**src/rtl/rqi_pkg.sv**
```systemverilog
// ----------------------------------------------------------------------------
// rqi_pkg: shared constants, types and helpers
// Defaults, register indexes, the configuration bundle and saturation.
// ----------------------------------------------------------------------------
package rqi_pkg;

  localparam int COORD_WIDTH_DEF = 21;
  localparam int FRAC_BITS_DEF   = 11;
  localparam int CFG_W           = 63;
  localparam int IDX_W           = 3;
  localparam int QUEUE_DEPTH     = 4;
  // wide enough for any sum of products at the largest coordinate width
  localparam int SW              = 72;

  // register indexes
  localparam logic [IDX_W-1:0] REG_CORNER = 3'd0;
  localparam logic [IDX_W-1:0] REG_EDGE_U = 3'd1;
  localparam logic [IDX_W-1:0] REG_EDGE_V = 3'd2;
  localparam logic [IDX_W-1:0] REG_NORMAL = 3'd3;
  localparam logic [IDX_W-1:0] REG_SCALED = 3'd4;
  localparam logic [IDX_W-1:0] REG_OFFSET = 3'd5;
  localparam logic [IDX_W-1:0] REG_LIMIT  = 3'd6;

  // configuration bundle; offset and limit sit in the low bits
  typedef struct packed {
    logic [CFG_W-1:0] corner;
    logic [CFG_W-1:0] edge_u;
    logic [CFG_W-1:0] edge_v;
    logic [CFG_W-1:0] normal;
    logic [CFG_W-1:0] scaled;
    logic [31:0]      offset;
    logic [31:0]      limit;
  } rqi_cfg_t;

  // clamp to the signed range of w bits
  function automatic logic signed [SW-1:0] sat_w(input logic signed [SW-1:0] v,
                                                 input int unsigned w);
    logic signed [SW-1:0] mx;
    logic signed [SW-1:0] mn;
    mx = (SW'(1) <<< (w - 1)) - SW'(1);
    mn = -mx - SW'(1);
    if (v > mx) return mx;
    if (v < mn) return mn;
    return v;
  endfunction

endpackage

```
**src/rtl/rqi_fifo.sv**
```systemverilog
// ----------------------------------------------------------------------------
// rqi_fifo: small request queue
// Decouples the front end from the back end.
// ----------------------------------------------------------------------------
module rqi_fifo import rqi_pkg::*; #(
  parameter int DW    = 8,
  parameter int DEPTH = QUEUE_DEPTH,
  localparam int AW   = $clog2(DEPTH)
) (
  input  logic          clk,
  input  logic          rst,
  input  logic          in_valid,
  output logic          in_ready,
  input  logic [DW-1:0] in_data,
  output logic          out_valid,
  input  logic          out_ready,
  output logic [DW-1:0] out_data
);

  logic [DW-1:0] mem [DEPTH];
  logic [AW-1:0] wr, rd;
  logic [AW:0]   count;
  logic          push, pop;

  assign in_ready  = count != (AW+1)'(DEPTH);
  assign out_valid = count != '0;
  assign out_data  = mem[rd];
  assign push      = in_valid && in_ready;
  assign pop       = out_valid && out_ready;

  always_ff @(posedge clk) begin
    if (rst) begin
      wr    <= '0;
      rd    <= '0;
      count <= '0;
    end else begin
      if (push) wr <= (wr == AW'(DEPTH-1)) ? '0 : wr + 1'b1;
      if (pop)  rd <= (rd == AW'(DEPTH-1)) ? '0 : rd + 1'b1;
      count <= count + (AW+1)'(push) - (AW+1)'(pop);
    end
    if (push) mem[wr] <= in_data;
  end

endmodule

```
**config.mk**
```make
export PLATFORM = sky130hd
export DESIGN_NAME = rqi_fifo
export DESIGN_NICKNAME = d
export VERILOG_FILES = /design/src/rtl/rqi_pkg.sv /design/src/rtl/rqi_fifo.sv
export SDC_FILE = /design/constraint.sdc
export NUM_CORES = 1
export LEC_CHECK = 0
export BUFFER_PORTS_ARGS = -buffer_cell sky130_fd_sc_hd__buf_2
export CORE_ASPECT_RATIO = 1.5
export CORE_MARGIN = 2
export CORE_UTILIZATION = 35
export DETAILED_ROUTE_END_ITERATION = 7
export GPL_TIMING_DRIVEN = 0
export PLACE_DENSITY_LB_ADDON = 0.12
export SLEW_MARGIN = 25
export SYNTH_ARGS = -nofsm -noshare
export SYNTH_HDL_FRONTEND = slang
export SYNTH_SLANG_ARGS = --single-unit
```
**constraint.sdc**
```tcl
create_clock -name clk -period 4.4 [get_ports clk]
set_clock_uncertainty 0.05 [all_clocks]
set_input_delay 0 -clock clk [delete_from_list [all_inputs] [get_ports clk]]
set_output_delay 0 -clock clk [all_outputs]
set_load 0.02 [all_outputs]
```
Yosys cells after proc, flatten, opt, wreduce, memory -nomap -nowiden
Memories as Yosys holds them, arrays and structs flattened. A register that Yosys moved wholly into a read port is not among the register bits.
Cells that the tools add are included.

storage, ports and cells
  ROM bits = 0
  output and inout port bits = 10
  bits in latches = 0
  memories = 1
  memory bits (writable) = 32
  logic and storage cells = 20
  input bits = 12
  bits in registers = 7

cells by class
  bitwise gates (word level) = 0
  divide/modulo/power cells = 0
  eq/ne operators = 3
  magnitude comparators = 0
  mux-type cells = 6
  shift operators = 0
  reductions and logical operators = 3
  add/subtract/negate cells = 4
  $mul = 0

memories
  memory  words  width  read ports  clocked after memory_dff  wr ports  RTL line        source
  mem     4      8      1           1                         1         rqi_fifo.sv:20  logic [DW-1:0] mem [DEPTH];

operator list
  cell                                                            number
  2-bit two-way mux                                               4
  2-bit by 1-bit adder with 2-bit output (second input constant)  2
  2-bit equality test (second input constant)                     2
  3-bit by 1-bit adder with 3-bit output                          1
  3-bit inequality test (second input constant)                   1
  3-bit nonzero test                                              1
  3-bit by 1-bit subtractor with 3-bit output                     1
  1-bit logical AND                                               2
  1-bit two-way mux                                               2

Logic depth before layout (Yosys ltp)
Gate-level depths: netlist of run 1.

  word-level depth = 4
  gate-level depth with buffers = 11
  depth with buffers taken out = 10

Worst setup path before layout of run 1
Ideal clock, no wire load.

  path kind = flip-flop to flip-flop
  from = register count[1]
  to = register count[2]
  data required time = 4.272 ns
  library setup time = 0.078 ns
  path buffers = 1
  cell stages (with the launch flop) = 12
  clock period less this slack = 2.320 ns
  arrival time = 2.192 ns
  slack = 2.080 ns
  cell sequence = dfxtp_1 or3b_1 buf_6 nand2_1 ha_1 inv_1 ha_1 inv_1 fa_1 xor2_1 and2_2 nor3_1

between the ends
  cells in the longest elaborated chain, start to end = 4
  elaborated cells on any way between the ends = 6
  those cells by class = add/sub: 2; eq/ne: 1; reduce/logical: 3

ends and longest elaborated chain
  what                                         RTL line        source
  start, declared                              rqi_fifo.sv:22  logic [AW:0] count;
  start signal, assigned                       rqi_fifo.sv:39  count <= count + (AW+1)'(push) - (AW+1)'(pop);
  3-bit inequality test                        rqi_fifo.sv:25  assign in_ready = count != (AW+1)'(DEPTH);
  net in_ready                                 rqi_fifo.sv:13  output logic in_ready,
  1-bit logical AND                            rqi_fifo.sv:28  assign push = in_valid && in_ready;
  3-bit by 1-bit adder with 3-bit output       rqi_fifo.sv:39
  3-bit by 1-bit subtractor with 3-bit output  rqi_fifo.sv:39

The timed path passes the listed nets, and every way through them passes these cells.
A chain may end at the register's enable or synchronous reset.

Worst setup path after layout of run 1
  from = register count[1]
  to = register count[2]

between the ends
  cells in the longest elaborated chain, start to end = 4
  elaborated cells on any way between the ends = 6
  those cells by class = add/sub: 2; eq/ne: 1; reduce/logical: 3

ends and longest elaborated chain
  what                                             RTL line
  3-bit inequality test                            rqi_fifo.sv:25
  1-bit logical AND                                rqi_fifo.sv:28
  3-bit by 1-bit adder with 3-bit output           rqi_fifo.sv:39
  3-bit by 1-bit subtractor with 3-bit output (*)  rqi_fifo.sv:39

Every way passes the cells marked *; elsewhere a longest branch is shown, timed or not.

==> flow_summary.html, run 1 <==
<table>
<tr><th>Metric</th><th>Value</th></tr>
<tr><th colspan="2">Timing</th></tr>
<tr><td>Post-route fraction of the period consumed by the critical path</td><td>55.60%</td></tr>
<tr><td>Final Hold Viols</td><td>0</td></tr>
<tr><td>Final setup violation count</td><td>0</td></tr>
<tr><td>Maximum achievable frequency</td><td>408.7 MHz</td></tr>
<tr><td>Unrepaired setup endpoints after global routing</td><td>no</td></tr>
<tr><td>Worst Tran Pin Value</td><td>0.5183 ns</td></tr>
<tr><td>Fin Setup TNS</td><td>0 ns</td></tr>
<tr><td>Shortest clock period the worst path allows after layout</td><td>2.447 ns</td></tr>
<tr><td>Final count of pins violating max slew</td><td>0</td></tr>
<tr><td>Worst max-slew margin expressed relative to the limit</td><td>65.45%</td></tr>
<tr><th colspan="2">Critical path</th></tr>
<tr><td>Worst setup path class</td><td>reg2reg</td></tr>
<tr><td>Cell family with the largest share of critical-path delay</td><td>simple AND/OR/NAND/NOR gates</td></tr>
<tr><td>Crit start category</td><td>register</td></tr>
<tr><td>Slowest library cell on the worst path</td><td>or3b_1</td></tr>
<tr><td>Crit path required time</td><td>4.56 ns</td></tr>
<tr><td>Arrival time reported for the critical path endpoint</td><td>2.60 ns</td></tr>
<tr><td>Endpoint type of the worst setup path</td><td>register</td></tr>
<tr><td>Slowest cell delay on critical path</td><td>0.40 ns</td></tr>
<tr><td>CP cell instances</td><td>or3b_1, buf_6, nand2_1, ha_1, inv_1, ha_1, inv_1, fa_1, xor2_1, and2_2, nor3_1</td></tr>
<tr><td>Max Fanout on Critical Path</td><td>8</td></tr>
<tr><td>Number of buffer and inverter instances along the worst setup path</td><td>3</td></tr>
<tr><th colspan="2">Logic synthesis</th></tr>
<tr><td>Most frequent cell after synthesis</td><td>edfxtp_1</td></tr>
<tr><td>Sequential cell area fraction in the yosys report</td><td>69.89%</td></tr>
<tr><td>Net count after synthesis</td><td>111</td></tr>
<tr><td>Cell area after technology mapping</td><td>0.001633 mm^2</td></tr>
<tr><td>Post-Synthesis Mean Instance Area</td><td>17.94 um^2</td></tr>
<tr><td>Async set or reset register ratio after synthesis</td><td>0%</td></tr>
<tr><td>Synth cell count leaders</td><td>32 x edfxtp_1, 9 x dfxtp_1, 8 x mux4_2</td></tr>
<tr><td>Area share of the largest cell type after synthesis</td><td>58.85%</td></tr>
<tr><td>Distinct cells, synth</td><td>26</td></tr>
<tr><td>Number of register bits inferred by synthesis</td><td>41</td></tr>
<tr><td>Post-Syn Instances</td><td>91</td></tr>
<tr><td>Post-synth EDFFs</td><td>32</td></tr>
<tr><td>Number of warnings printed during yosys synthesis</td><td>0</td></tr>
<tr><td>Dominant cell type by area after synthesis</td><td>edfxtp_1</td></tr>
<tr><td>Top post-synthesis cells by area</td><td>edfxtp_1 59%, dfxtp_1 11%, mux4_2 11%</td></tr>
<tr><td>Most common flop cell mapped by yosys</td><td>edfxtp_1</td></tr>
<tr><th colspan="2">Clocking</th></tr>
<tr><td># hold bufs at CTS</td><td>8</td></tr>
<tr><td>Setup bufs post-CTS</td><td>0</td></tr>
<tr><td>TritonCTS buffer count</td><td>5</td></tr>
<tr><td>Maximum clock insertion buffer count</td><td>2</td></tr>
<tr><td>Cell at the root of the clock tree</td><td>clkbuf_8</td></tr>
<tr><td>TritonCTS clock tree</td><td>yes</td></tr>
<tr><td>Clock transition at the register clock pins on the worst setup and hold paths after CTS</td><td>0.07 ns</td></tr>
<tr><td>Number of levels in the clock H-tree</td><td>2</td></tr>
<tr><td>Number of resized instances in the post-cts repair step</td><td>0</td></tr>
<tr><td>Clock Latency Late Sink</td><td>0.28 ns</td></tr>
<tr><td>Count of clock tree sinks</td><td>41</td></tr>
<tr><th colspan="2">Routing</th></tr>
<tr><td>Post-DR wirelength/cell</td><td>14.74 um</td></tr>
<tr><td>Number of routed nets with antenna violations</td><td>0</td></tr>
<tr><td>Vias/cell</td><td>4.886</td></tr>
<tr><td>First drt pass iteration count</td><td>2</td></tr>
<tr><td>Total Wirelength</td><td>2579 um</td></tr>
<tr><td>Via count</td><td>855</td></tr>
<tr><td>Starting DRC count in detailed routing</td><td>13</td></tr>
<tr><td>DRC violation count after routing</td><td>0</td></tr>
<tr><th colspan="2">Final layout</th></tr>
<tr><td>Final standard cell utilization of the core</td><td>43.50%</td></tr>
<tr><td>Fraction of final layout cells sized beyond drive strength 1</td><td>33.86%</td></tr>
<tr><td>Antenna cells</td><td>0</td></tr>
<tr><td>Layout-stage area growth over the synthesis result</td><td>20.00%</td></tr>
<tr><td>Final nets</td><td>146</td></tr>
<tr><th colspan="2">Die</th></tr>
<tr><td>Floorplan core area</td><td>0.004504 mm^2</td></tr>
<tr><td>Effective utilization at floorplan</td><td>36.25%</td></tr>
<tr><td>Number of placed I/O pins</td><td>22</td></tr>
<tr><td>Die outline width</td><td>59.77 um</td></tr>
<tr><td>Area of the die</td><td>0.005239 mm^2</td></tr>
<tr><td>Number of placement rows</td><td>30</td></tr>
<tr><td>Die H</td><td>87.65 um</td></tr>
<tr><th colspan="2">Placed design</th></tr>
<tr><td>I/O Buffers</td><td>20</td></tr>
<tr><td>Weighted congestion at the end of routability-driven global placement</td><td>0.6455</td></tr>
<tr><td>Placed wire-length estimate</td><td>1855 um</td></tr>
<tr><th colspan="2">GRT</th></tr>
<tr><td>Maximum number of pins on one net before global-route repair</td><td>14</td></tr>
<tr><td>Wire length of the first global-routing pass</td><td>4236 um</td></tr>
<tr><td>Final global-route overflow total</td><td>0</td></tr>
<tr><td>Initial antenna violation count</td><td>0</td></tr>
<tr><td>Number of global-route vias before repair</td><td>865</td></tr>
<tr><td>Global-route total usage across every layer</td><td>11.38%</td></tr>
<tr><th colspan="2">Flow run</th></tr>
<tr><td>Number of violations of the max-capacitance limit</td><td>0</td></tr>
<tr><th colspan="2">Power</th></tr>
<tr><td>Total leakage power</td><td>0.7397 nW</td></tr>
<tr><td>Pwr Density</td><td>530.4 mW/mm^2</td></tr>
<tr><td>Max VDD drop</td><td>0.2881 mV</td></tr>
<tr><th colspan="2">Min path</th></tr>
<tr><td>Class of the most critical hold timing path</td><td>in2reg</td></tr>
<tr><th colspan="2">Run status</th></tr>
<tr><td>Outcome</td><td>finished clean</td></tr>
</table>
## final timing paths
| kind | startpoint | end | slack (ns) | cells past startpoint |
|---|---|---|---|---|
| max reg2reg | count[1] | count[2] | 1.95 | 11 |
| min reg2reg | rd[0] | rd[0] | 0.45 | 2 |
| min | in_valid | wr[1] | 0.02 | 3 |
| max | count[1] | count[2] | 1.95 | 11 |
## power breakdown
group | switching, W | total, W | internal [W]
Combinational | 0.000167 | 0.000305 | 0.000138
Clock | 0.000122 | 0.000231 | 0.000109
Sequential | 0.0000246 | 0.000502 | 0.000478
Total | 0.000314 | 0.00104 | 0.000725
## worst min-delay path, delay by kind of cell
| family | cells | cell delay [ns] |
|---|---|---|
| buffers and inverters | 1 | 0.13 |
| AO/OA/AOI/OAI | 2 | 0.18 |
## final cells by class
cell class | count | area [um^2]
clock buffer | 5 | 68.82
inverter | 5 | 18.77
sequential | 41 | 1141
buffer | 4 | 23.77
timing repair buffer | 28 | 180.2
fill | 421 | 2545
clock inverter | 3 | 17.52
tap | 48 | 60.06
multi-input combinational | 41 | 449.2
## state kept, by name, indices dropped and copies added (netlist names), named ones only
register  count
count         3
mem          32
rd            2
wr            2
## cell families (layout without fill, tap and decap cells)
kind of cell	count (synthesis)	after routing	share of synthesized area, %
AO/OA/AOI/OAI	6	6	2.452
flip-flops	41	41	69.88
buffers and inverters	9	45	2.605
multiplexers	9	9	11.65
adder cells (fa/ha/maj)	8	8	6.590
XOR/XNOR	1	1	0.5365
AND/OR/NAND/NOR	17	17	6.284
## stage by stage
| step | cell area [um^2] | std cells | worst slack (ns) | hold slack [ns] | total power, W |
|---|---|---|---|---|---|
| after floorplan | 1633 | 91 | 2.080 | 0.04887 | 0.0007316 |
| after global placement | 1793 | 159 | 1.971 | 0.1612 | 0.0008117 |
| after detailed placement | 1793 | 159 | 1.962 | 0.1684 | 0.0008204 |
| after CTS | 1959 | 175 | 1.938 | 0.009721 | 0.001059 |
| after global routing | 1959 | 175 | 1.709 | 0.05117 | 0.001105 |
| final | 1959 | 175 | 1.953 | 0.01998 | 0.001039 |
## layer usage
layer | GRT usage (%) | vias up | routed length (um)
met2 | 19.57 | 19 | 1431
li1 | - | 414 | -
met1 | 12.69 | 418 | 1026
met5 | 0 | - | 0
met4 | 5.455 | 0 | 41
met3 | 3.102 | 4 | 80
## cells in the final DEF, fill, tap and decap left out, types with 3 or more instances in the layout
cell | Yosys | final
and3_2 | 4 | 4
buf_2 | 1 | 21
clkbuf_8 | 0 | 5
ha_1 | 7 | 7
edfxtp_1 | 32 | 32
dfxtp_1 | 9 | 9
nor2_1 | 3 | 3
inv_1 | 5 | 5
mux4_2 | 8 | 8
dlygate4sd3_1 | 0 | 8
No activity file was read; power rests on OpenSTA's default activity.
==> run 2: changes to the inputs <==
clock period = 2.2 ns   (was 4.4 ns; I/O delays follow)
==> run 2 against run 1 <==
The flow now finishes with violations (setup timing); sequential cell count is the same; maximum frequency is 11% higher; sequential share of layout area down 3.5 points; die area did not move.
==> flow_summary.html, run 2 (synthesis results as in run 1) <==
<table>
<tr><th>Metric</th><th>Value</th></tr>
<tr><th colspan="2">Min path</th></tr>
<tr><td>Launch point of the worst hold path</td><td>rst</td></tr>
<tr><td>Worst Hold Endpoint</td><td>count[1]</td></tr>
<tr><td>Class of the most critical hold timing path</td><td>in2reg</td></tr>
<tr><td>Min-Delay Path Depth</td><td>2 (-1)</td></tr>
<tr><th colspan="2">Routing</th></tr>
<tr><td>Vias/cell</td><td>4.871 (-0.31%)</td></tr>
<tr><td>Total Wirelength</td><td>2628 um (+1.9%)</td></tr>
<tr><td>Via count</td><td>867 (+1.4%)</td></tr>
<tr><td>Post-DR wirelength/cell</td><td>14.76 um (+0.18%)</td></tr>
<tr><td>DRC violation count after routing</td><td>0 (unchanged)</td></tr>
<tr><td>First drt pass iteration count</td><td>4 (+2)</td></tr>
<tr><td>Starting DRC count in detailed routing</td><td>22 (+9)</td></tr>
<tr><td>Number of routed nets with antenna violations</td><td>0 (unchanged)</td></tr>
<tr><th colspan="2">Timing</th></tr>
<tr><td>Final setup violation count</td><td>1 (+1)</td></tr>
<tr><td>Unrepaired setup endpoints after global routing</td><td>yes</td></tr>
<tr><td>Shortest clock period the worst path allows after layout</td><td>2.208 ns (-0.2384 ns)</td></tr>
<tr><td>Worst setup slack after layout</td><td>-0.008119 ns (-1.962 ns)</td></tr>
<tr><td>Worst Tran Pin Value</td><td>0.5238 ns (+0.005491 ns)</td></tr>
<tr><td>Post-route fraction of the period consumed by the critical path</td><td>100.4% (+45 points)</td></tr>
<tr><td>Fin Setup TNS</td><td>-0.008119 ns (-0.008119 ns)</td></tr>
<tr><td>Final Hold Viols</td><td>0 (unchanged)</td></tr>
<tr><td>Maximum achievable frequency</td><td>452.9 MHz (+11%)</td></tr>
<tr><td>Final count of pins violating max slew</td><td>0 (unchanged)</td></tr>
<tr><td>Worst max-slew margin expressed relative to the limit</td><td>65.08% (-0.37 points)</td></tr>
<tr><th colspan="2">Clocking</th></tr>
<tr><td>Clock Latency Late Sink</td><td>0.29 ns (about the same)</td></tr>
<tr><td>Maximum clock insertion buffer count</td><td>2 (unchanged)</td></tr>
<tr><td>Number of levels in the clock H-tree</td><td>2 (unchanged)</td></tr>
<tr><td>TritonCTS buffer count</td><td>5 (unchanged)</td></tr>
<tr><td>Cell at the root of the clock tree</td><td>clkbuf_8</td></tr>
<tr><td>Clock transition at the register clock pins on the worst setup and hold paths after CTS</td><td>0.07 ns (about the same)</td></tr>
<tr><td>TritonCTS clock tree</td><td>yes</td></tr>
<tr><td>Count of clock tree sinks</td><td>41 (unchanged)</td></tr>
<tr><th colspan="2">GRT</th></tr>
<tr><td>Wire length of the first global-routing pass</td><td>4505 um (+6.4%)</td></tr>
<tr><td>Maximum number of pins on one net before global-route repair</td><td>14 (unchanged)</td></tr>
<tr><td>Number of global-route vias before repair</td><td>965 (+12%)</td></tr>
<tr><td>Final global-route overflow total</td><td>0 (unchanged)</td></tr>
<tr><td>Global-route total usage across every layer</td><td>12.12% (+0.74 points)</td></tr>
<tr><td>Initial antenna violation count</td><td>0 (unchanged)</td></tr>
<tr><th colspan="2">Critical path</th></tr>
<tr><td>Reg2reg end</td><td>count[2]</td></tr>
<tr><td>Worst setup path class</td><td>reg2reg</td></tr>
<tr><td>Crit start category</td><td>register</td></tr>
<tr><td>Crit path required time</td><td>2.36 ns (-2.20 ns)</td></tr>
<tr><td>Slowest library cell on the worst path</td><td>or3b_4</td></tr>
<tr><td>Depth of the critical timing path with buffers and inverters included</td><td>10 (-1)</td></tr>
<tr><td>Cell family with the largest share of critical-path delay</td><td>simple AND/OR/NAND/NOR gates</td></tr>
<tr><td>Internal reg-to-reg setup slack</td><td>-0.008 ns (-1.96 ns)</td></tr>
<tr><td>Startpoint of the worst-slack reg-to-reg timing path</td><td>count[1]</td></tr>
<tr><td>Max Fanout on Critical Path</td><td>3 (-5)</td></tr>
<tr><td>CP cell instances</td><td>or3b_4, nand2_4, ha_4, inv_4, ha_4, inv_2, fa_2, xor2_2, and2_4, nor3_2</td></tr>
<tr><td>Number of buffer and inverter instances along the worst setup path</td><td>2 (-1)</td></tr>
<tr><td>Slowest cell delay on critical path</td><td>0.42 ns (+0.02 ns)</td></tr>
<tr><td>Worst-case reg-to-reg path depth</td><td>10 (-1)</td></tr>
<tr><td>Endpoint type of the worst setup path</td><td>register</td></tr>
<tr><td>Top cell by count, worst path</td><td>ha_4</td></tr>
<tr><td>Arrival time reported for the critical path endpoint</td><td>2.37 ns (-0.23 ns)</td></tr>
<tr><th colspan="2">Final layout</th></tr>
<tr><td>Registers with the most flip-flops</td><td>mem (32), count (3)</td></tr>
<tr><td>Area of all sequential standard cells</td><td>0.001150 mm^2 (+0.77%)</td></tr>
<tr><td>Multi-input combinational cell area</td><td>514.2 um^2 (+14%)</td></tr>
<tr><td>Final standard cell utilization of the core</td><td>46.67% (+3.2 points)</td></tr>
<tr><td>Antenna cells</td><td>0 (unchanged)</td></tr>
<tr><td>Most common cell after layout, fill and taps aside</td><td>edfxtp_1</td></tr>
<tr><td>Register with the highest flop count</td><td>mem</td></tr>
<tr><td>Filler instances</td><td>398 (-5.5%)</td></tr>
<tr><td>Layout-stage area growth over the synthesis result</td><td>28.74%</td></tr>
<tr><td>Largest register FFs</td><td>32 (unchanged)</td></tr>
<tr><td>Fraction of final layout cells sized beyond drive strength 1</td><td>46.15% (+12 points)</td></tr>
<tr><td>Most frequent cells in the layout</td><td>32 x edfxtp_1, 21 x buf_2, 8 x mux4_2, 8 x dlygate4sd3_1, 6 x dfxtp_1</td></tr>
<tr><td>Final nets</td><td>149 (+2.1%)</td></tr>
<tr><th colspan="2">Die</th></tr>
<tr><td>Die outline width</td><td>59.77 um (unchanged)</td></tr>
<tr><td>Die H</td><td>87.65 um (unchanged)</td></tr>
<tr><td>Effective utilization at floorplan</td><td>36.25% (unchanged)</td></tr>
<tr><td>Number of placement rows</td><td>30 (unchanged)</td></tr>
<tr><td>Number of placed I/O pins</td><td>22 (unchanged)</td></tr>
<tr><td>Area of the die</td><td>0.005239 mm^2 (unchanged)</td></tr>
<tr><td>Floorplan core area</td><td>0.004504 mm^2 (unchanged)</td></tr>
<tr><th colspan="2">Power</th></tr>
<tr><td>Max VDD drop</td><td>0.4805 mV (+67%)</td></tr>
<tr><td>Pwr Density</td><td>1160 mW/mm^2 (+120%)</td></tr>
<tr><td>Total leakage power</td><td>0.7826 nW (+5.8%)</td></tr>
<tr><th colspan="2">Flow run</th></tr>
<tr><td>Number of violations of the max-capacitance limit</td><td>0 (unchanged)</td></tr>
<tr><th colspan="2">Run status</th></tr>
<tr><td>Failing checks</td><td>setup timing</td></tr>
<tr><td>Outcome</td><td>finished, violations left</td></tr>
<tr><th colspan="2">Placed design</th></tr>
<tr><td>I/O Buffers</td><td>20 (unchanged)</td></tr>
<tr><td>Placed wire-length estimate</td><td>1808 um (-2.5%)</td></tr>
<tr><td>Weighted congestion at the end of routability-driven global placement</td><td>0.7687 (+19%)</td></tr>
</table>
run 2: changes by cell type in the layout (fill, tap and decap cells not counted), moves of 2 or more:
cell,previous run,this run
ha_1,7,5
buf_4,0,4
ha_4,0,2
dfxtp_1,9,6
dfxtp_4,0,2
bufinv_16,0,2
inv_1,5,3
run 2: cell type report:
class,instances,area share [%]
buffer,3,0.5952
clock inverter,3,3.095
inverter,5,1.012
clock buffer,5,3.274
sequential,41,54.70
multi-input combinational,41,24.46
tap,48,2.857
timing repair buffer,32,10.00
run 2: power by group:
| part | switching, W | internal (W) | leakage (nW) |
|---|---|---|---|
| registers | 0.0000537 | 0.000964 | 0.369 |
| clock network | 0.000241 | 0.000450 | 0.0681 |
| logic | 0.000386 | 0.000343 | 0.346 |
| total | 0.000680 | 0.00176 | 0.783 |
run 2: worst reg2reg max path, cell delays in order, from the launching register on:
cell and delay (ns):
dfxtp_4 0.36, or3b_4 0.42, nand2_4 0.09, ha_4 0.20, inv_4 0.05, ha_4 0.12
inv_2 0.03, fa_2 0.36, xor2_2 0.19, and2_4 0.14, nor3_2 0.12
run 2: worst max-delay path by stage:
stage	start	to	slack, ns
CTS	count[0]	count[2]	-0.06
detailed placement	count[1]	count[2]	-0.20
global route	count[1]	count[2]	-0.09
finish	count[1]	count[2]	-0.008
global placement	count[1]	count[2]	-0.13
floorplan	count[1]	count[2]	-0.02
run 2: timing repair:
action | in CTS | in global routing
hold buffers | 8 | 0
cloned | 0 | 0
hold endpoints to repair | 32 | 0
pin swaps | 0 | 9
gates resized for setup | 5 | 11
endpoints found under the setup margin | 2 | 1
setup buffers | 4 | 0
run 2: routing by layer:
layer	GRT usage [%]	wire length [um]	part of all wire (%)	vias to the layer above
met5	0	0	0	-
met4	6.061	61	2.3	0
met1	13.22	948	36	421
met3	3.250	105	4.0	6
li1	-	-	-	421
met2	21.05	1513	58	19
run 2: per-stage QoR:
stage          hold WS (ns)  instance area [um^2]  setup slack [ns]  instances  power [W]
2_1_floorplan       0.04887                  1640          -0.02153         91   0.001470
3_3_place_gp         0.1620                  1800           -0.1279        159   0.001630
3_5_place_dp         0.1676                  1800           -0.2046        159   0.001649
4_1_cts            0.005894                  2071          -0.05502        179   0.002419
5_1_grt             0.03955                  2102          -0.08794        178   0.002605
6_report            0.01681                  2102         -0.008119        178   0.002437
==> run 3: changes to the inputs <==
MAX_ROUTING_LAYER = met4   (was not set)
==> run 3 against run 2 <==
Largest cell class unchanged; maximum frequency hardly changed; critical path type unchanged; largest power group unchanged; non-clock buffer count stayed put; the flow still finishes with violations (setup timing); first-iteration DRC count is 14% higher; design area unchanged; global-route usage is 0.37 points higher; critical path depth did not move; combinational power is essentially flat; clock power is essentially flat; sequential share of layout area is the same; setup slack barely moved; register-to-register slack hardly changed; final cell count stayed put.
==> flow_summary.html, run 3 (synthesis results as in run 1) <==
<table>
<tr><th>Metric</th><th>Value</th></tr>
<tr><th colspan="2">Run status</th></tr>
<tr><td>Outcome</td><td>finished, violations left</td></tr>
<tr><td>Failing checks</td><td>setup timing</td></tr>
<tr><th colspan="2">Final layout</th></tr>
<tr><td>Registers with the most flip-flops</td><td>mem (32), count (3)</td></tr>
<tr><td>Most common cell after layout, fill and taps aside</td><td>edfxtp_1</td></tr>
<tr><td>Final nets</td><td>149 (unchanged)</td></tr>
<tr><td>Filler instances</td><td>398 (unchanged)</td></tr>
<tr><td>Antenna cells</td><td>0 (unchanged)</td></tr>
<tr><td>Largest register FFs</td><td>32 (unchanged)</td></tr>
<tr><td>Final non-filler cell area</td><td>0.002102 mm^2 (unchanged)</td></tr>
<tr><td>Layout-stage area growth over the synthesis result</td><td>28.74% (unchanged)</td></tr>
<tr><td>Register with the highest flop count</td><td>mem</td></tr>
<tr><td>Most frequent cells in the layout</td><td>32 x edfxtp_1, 21 x buf_2, 8 x mux4_2, 8 x dlygate4sd3_1, 6 x dfxtp_1</td></tr>
<tr><td>Fraction of final layout cells sized beyond drive strength 1</td><td>46.15% (unchanged)</td></tr>
<tr><th colspan="2">Routing</th></tr>
<tr><td>DRC violation count after routing</td><td>0 (unchanged)</td></tr>
<tr><td>Vias/cell</td><td>4.871 (unchanged)</td></tr>
<tr><td>Met2 WL post-DR</td><td>1514 um (about the same)</td></tr>
<tr><td>First drt pass iteration count</td><td>4 (unchanged)</td></tr>
<tr><td>Wire length on met3</td><td>107 um (+1.9%)</td></tr>
<tr><td>Highest routing layer actually used</td><td>met4</td></tr>
<tr><td>Total Wirelength</td><td>2628 um (unchanged)</td></tr>
<tr><td>Via count</td><td>867 (unchanged)</td></tr>
<tr><td>Post-DR wirelength/cell</td><td>14.76 um (unchanged)</td></tr>
<tr><td>Wire length the detailed router placed on met1</td><td>948 um (unchanged)</td></tr>
<tr><td>Starting DRC count in detailed routing</td><td>25 (+14%)</td></tr>
<tr><td>Number of routed nets with antenna violations</td><td>0 (unchanged)</td></tr>
<tr><th colspan="2">Clocking</th></tr>
<tr><td>Clock Latency Late Sink</td><td>0.29 ns (about the same)</td></tr>
<tr><td>Number of levels in the clock H-tree</td><td>2 (unchanged)</td></tr>
<tr><td>Cell at the root of the clock tree</td><td>clkbuf_8</td></tr>
<tr><td>Count of clock tree sinks</td><td>41 (unchanged)</td></tr>
<tr><td>TritonCTS clock tree</td><td>yes</td></tr>
<tr><td>TritonCTS buffer count</td><td>5 (unchanged)</td></tr>
<tr><td>Maximum clock insertion buffer count</td><td>2 (unchanged)</td></tr>
<tr><td>Clock transition at the register clock pins on the worst setup and hold paths after CTS</td><td>0.07 ns (about the same)</td></tr>
<tr><th colspan="2">GRT</th></tr>
<tr><td>Wire length of the first global-routing pass</td><td>4498 um (-0.16%)</td></tr>
<tr><td>Initial antenna violation count</td><td>0 (unchanged)</td></tr>
<tr><td>Global-route total usage across every layer</td><td>12.48% (+0.37 points)</td></tr>
<tr><td>Final global-route overflow total</td><td>0 (unchanged)</td></tr>
<tr><td>Number of global-route vias before repair</td><td>966 (+0.10%)</td></tr>
<tr><td>Maximum number of pins on one net before global-route repair</td><td>14 (unchanged)</td></tr>
<tr><th colspan="2">Power</th></tr>
<tr><td>Total power</td><td>0.002437 W (about the same)</td></tr>
<tr><td>Max VDD drop</td><td>0.4797 mV (-0.16%)</td></tr>
<tr><td>Total leakage power</td><td>0.7826 nW (unchanged)</td></tr>
<tr><td>Pwr Density</td><td>1159 mW/mm^2 (about the same)</td></tr>
<tr><th colspan="2">Timing</th></tr>
<tr><td>Maximum achievable frequency</td><td>452.9 MHz (about the same)</td></tr>
<tr><td>Final Hold Viols</td><td>0 (unchanged)</td></tr>
<tr><td>Worst setup slack after layout</td><td>-0.008019 ns (+0.00009992 ns)</td></tr>
<tr><td>Final count of pins violating max slew</td><td>0 (unchanged)</td></tr>
<tr><td>Shortest clock period the worst path allows after layout</td><td>2.208 ns (-0.00009992 ns)</td></tr>
<tr><td>Final setup violation count</td><td>1 (unchanged)</td></tr>
<tr><td>Unrepaired setup endpoints after global routing</td><td>yes</td></tr>
<tr><td>Worst Tran Pin Value</td><td>0.5246 ns (+0.0008027 ns)</td></tr>
<tr><td>Worst max-slew margin expressed relative to the limit</td><td>65.03% (about the same)</td></tr>
<tr><td>Post-route fraction of the period consumed by the critical path</td><td>100.4% (about the same)</td></tr>
<tr><td>Fin Setup TNS</td><td>-0.008019 ns (+0.00009992 ns)</td></tr>
<tr><th colspan="2">Placed design</th></tr>
<tr><td>Weighted congestion at the end of routability-driven global placement</td><td>0.7790 (+1.3%)</td></tr>
<tr><td>I/O Buffers</td><td>20 (unchanged)</td></tr>
<tr><td>Pre-CTS setup slack</td><td>-0.2046 ns (unchanged)</td></tr>
<tr><td>Total placed instance area</td><td>0.001800 mm^2 (unchanged)</td></tr>
<tr><td>Placed wire-length estimate</td><td>1808 um (unchanged)</td></tr>
<tr><th colspan="2">Critical path</th></tr>
<tr><td>Setup crit end</td><td>count[2]</td></tr>
<tr><td>Endpoint type of the worst setup path</td><td>register</td></tr>
<tr><td>Startpoint of the worst-slack reg-to-reg timing path</td><td>count[1]</td></tr>
<tr><td>Worst-case reg-to-reg path depth</td><td>10 (unchanged)</td></tr>
<tr><td>CP Launch Point</td><td>count[1]</td></tr>
<tr><td>Crit start category</td><td>register</td></tr>
<tr><td>Arrival time reported for the critical path endpoint</td><td>2.37 ns (about the same)</td></tr>
<tr><td>Worst setup path class</td><td>reg2reg</td></tr>
<tr><td>Max Fanout on Critical Path</td><td>3 (unchanged)</td></tr>
<tr><td>Internal reg-to-reg setup slack</td><td>-0.008 ns (about the same)</td></tr>
<tr><td>Crit path required time</td><td>2.36 ns (about the same)</td></tr>
<tr><td>Reg2reg end</td><td>count[2]</td></tr>
<tr><th colspan="2">Die</th></tr>
<tr><td>Floorplan core area</td><td>0.004504 mm^2 (unchanged)</td></tr>
<tr><td>Number of placed I/O pins</td><td>22 (unchanged)</td></tr>
<tr><td>Effective utilization at floorplan</td><td>36.25% (unchanged)</td></tr>
<tr><td>Die outline width</td><td>59.77 um (unchanged)</td></tr>
<tr><td>Die H</td><td>87.65 um (unchanged)</td></tr>
<tr><td>Number of placement rows</td><td>30 (unchanged)</td></tr>
<tr><td>Area of the die</td><td>0.005239 mm^2 (unchanged)</td></tr>
<tr><th colspan="2">Min path</th></tr>
<tr><td>Class of the most critical hold timing path</td><td>in2reg</td></tr>
<tr><td>Launch point of the worst hold path</td><td>rst</td></tr>
<tr><td>Min-Delay Path Depth</td><td>2 (unchanged)</td></tr>
<tr><th colspan="2">Flow run</th></tr>
<tr><td>Number of violations of the max-capacitance limit</td><td>0 (unchanged)</td></tr>
</table>
run 3: critical path: stages, from the launching register on:
cell	delay [ns]
dfxtp_4	0.36
or3b_4	0.42
nand2_4	0.09
ha_4	0.20
inv_4	0.05
ha_4	0.12
inv_2	0.03
fa_2	0.36
xor2_2	0.19
and2_4	0.14
nor3_2	0.12
run 3: final cells by class:
type                       instances  area (um^2)  area share [%]
sequential                        41         1150           54.70
multi-input combinational         41        514.2           24.46
timing repair buffer              32        210.2           10.00
clock buffer                       5        68.82           3.274
clock inverter                     3        65.06           3.095
tap                               48        60.06           2.857
inverter                           5        21.27           1.012
buffer                             3        12.51          0.5952
run 3: worst min-delay path by stage:
stage | endpoint | slack (ns)
global placement | mem[1][2] | 0.16
global route | wr[0] | 0.04
detailed placement | mem[1][6] | 0.17
floorplan | mem[0][0] | 0.05
finish | count[1] | 0.02
CTS | count[1] | 0.006
run 3: power by group:
group	internal [W]	switching, W
sequential	0.000964	0.0000536
clock	0.000450	0.000240
combinational	0.000343	0.000386
run 3: per-stage QoR:
stage	util (%)	instances	hold slack (ns)
after detailed placement	39.97	159	0.1676
after floorplan	-	91	0.04887
after global placement	39.97	159	0.1620
after global routing	46.67	178	0.03955
final	46.67	178	0.01666
after CTS	45.97	179	0.005894
run 3: what timing repair did:
action,in CTS,in global routing
hold buffers,8,0
setup buffers,4,0
cloned,0,0
hold endpoints to repair,32,0
gates resized for setup,5,11
endpoints found under the setup margin,2,1
pin swaps,0,9
run 3: routing by layer:
metal,vias up,GRT usage [%]
li1,422,-
met1,420,13.22
met2,19,21.05
met3,6,3.250
met4,0,6.061
met5,-,-
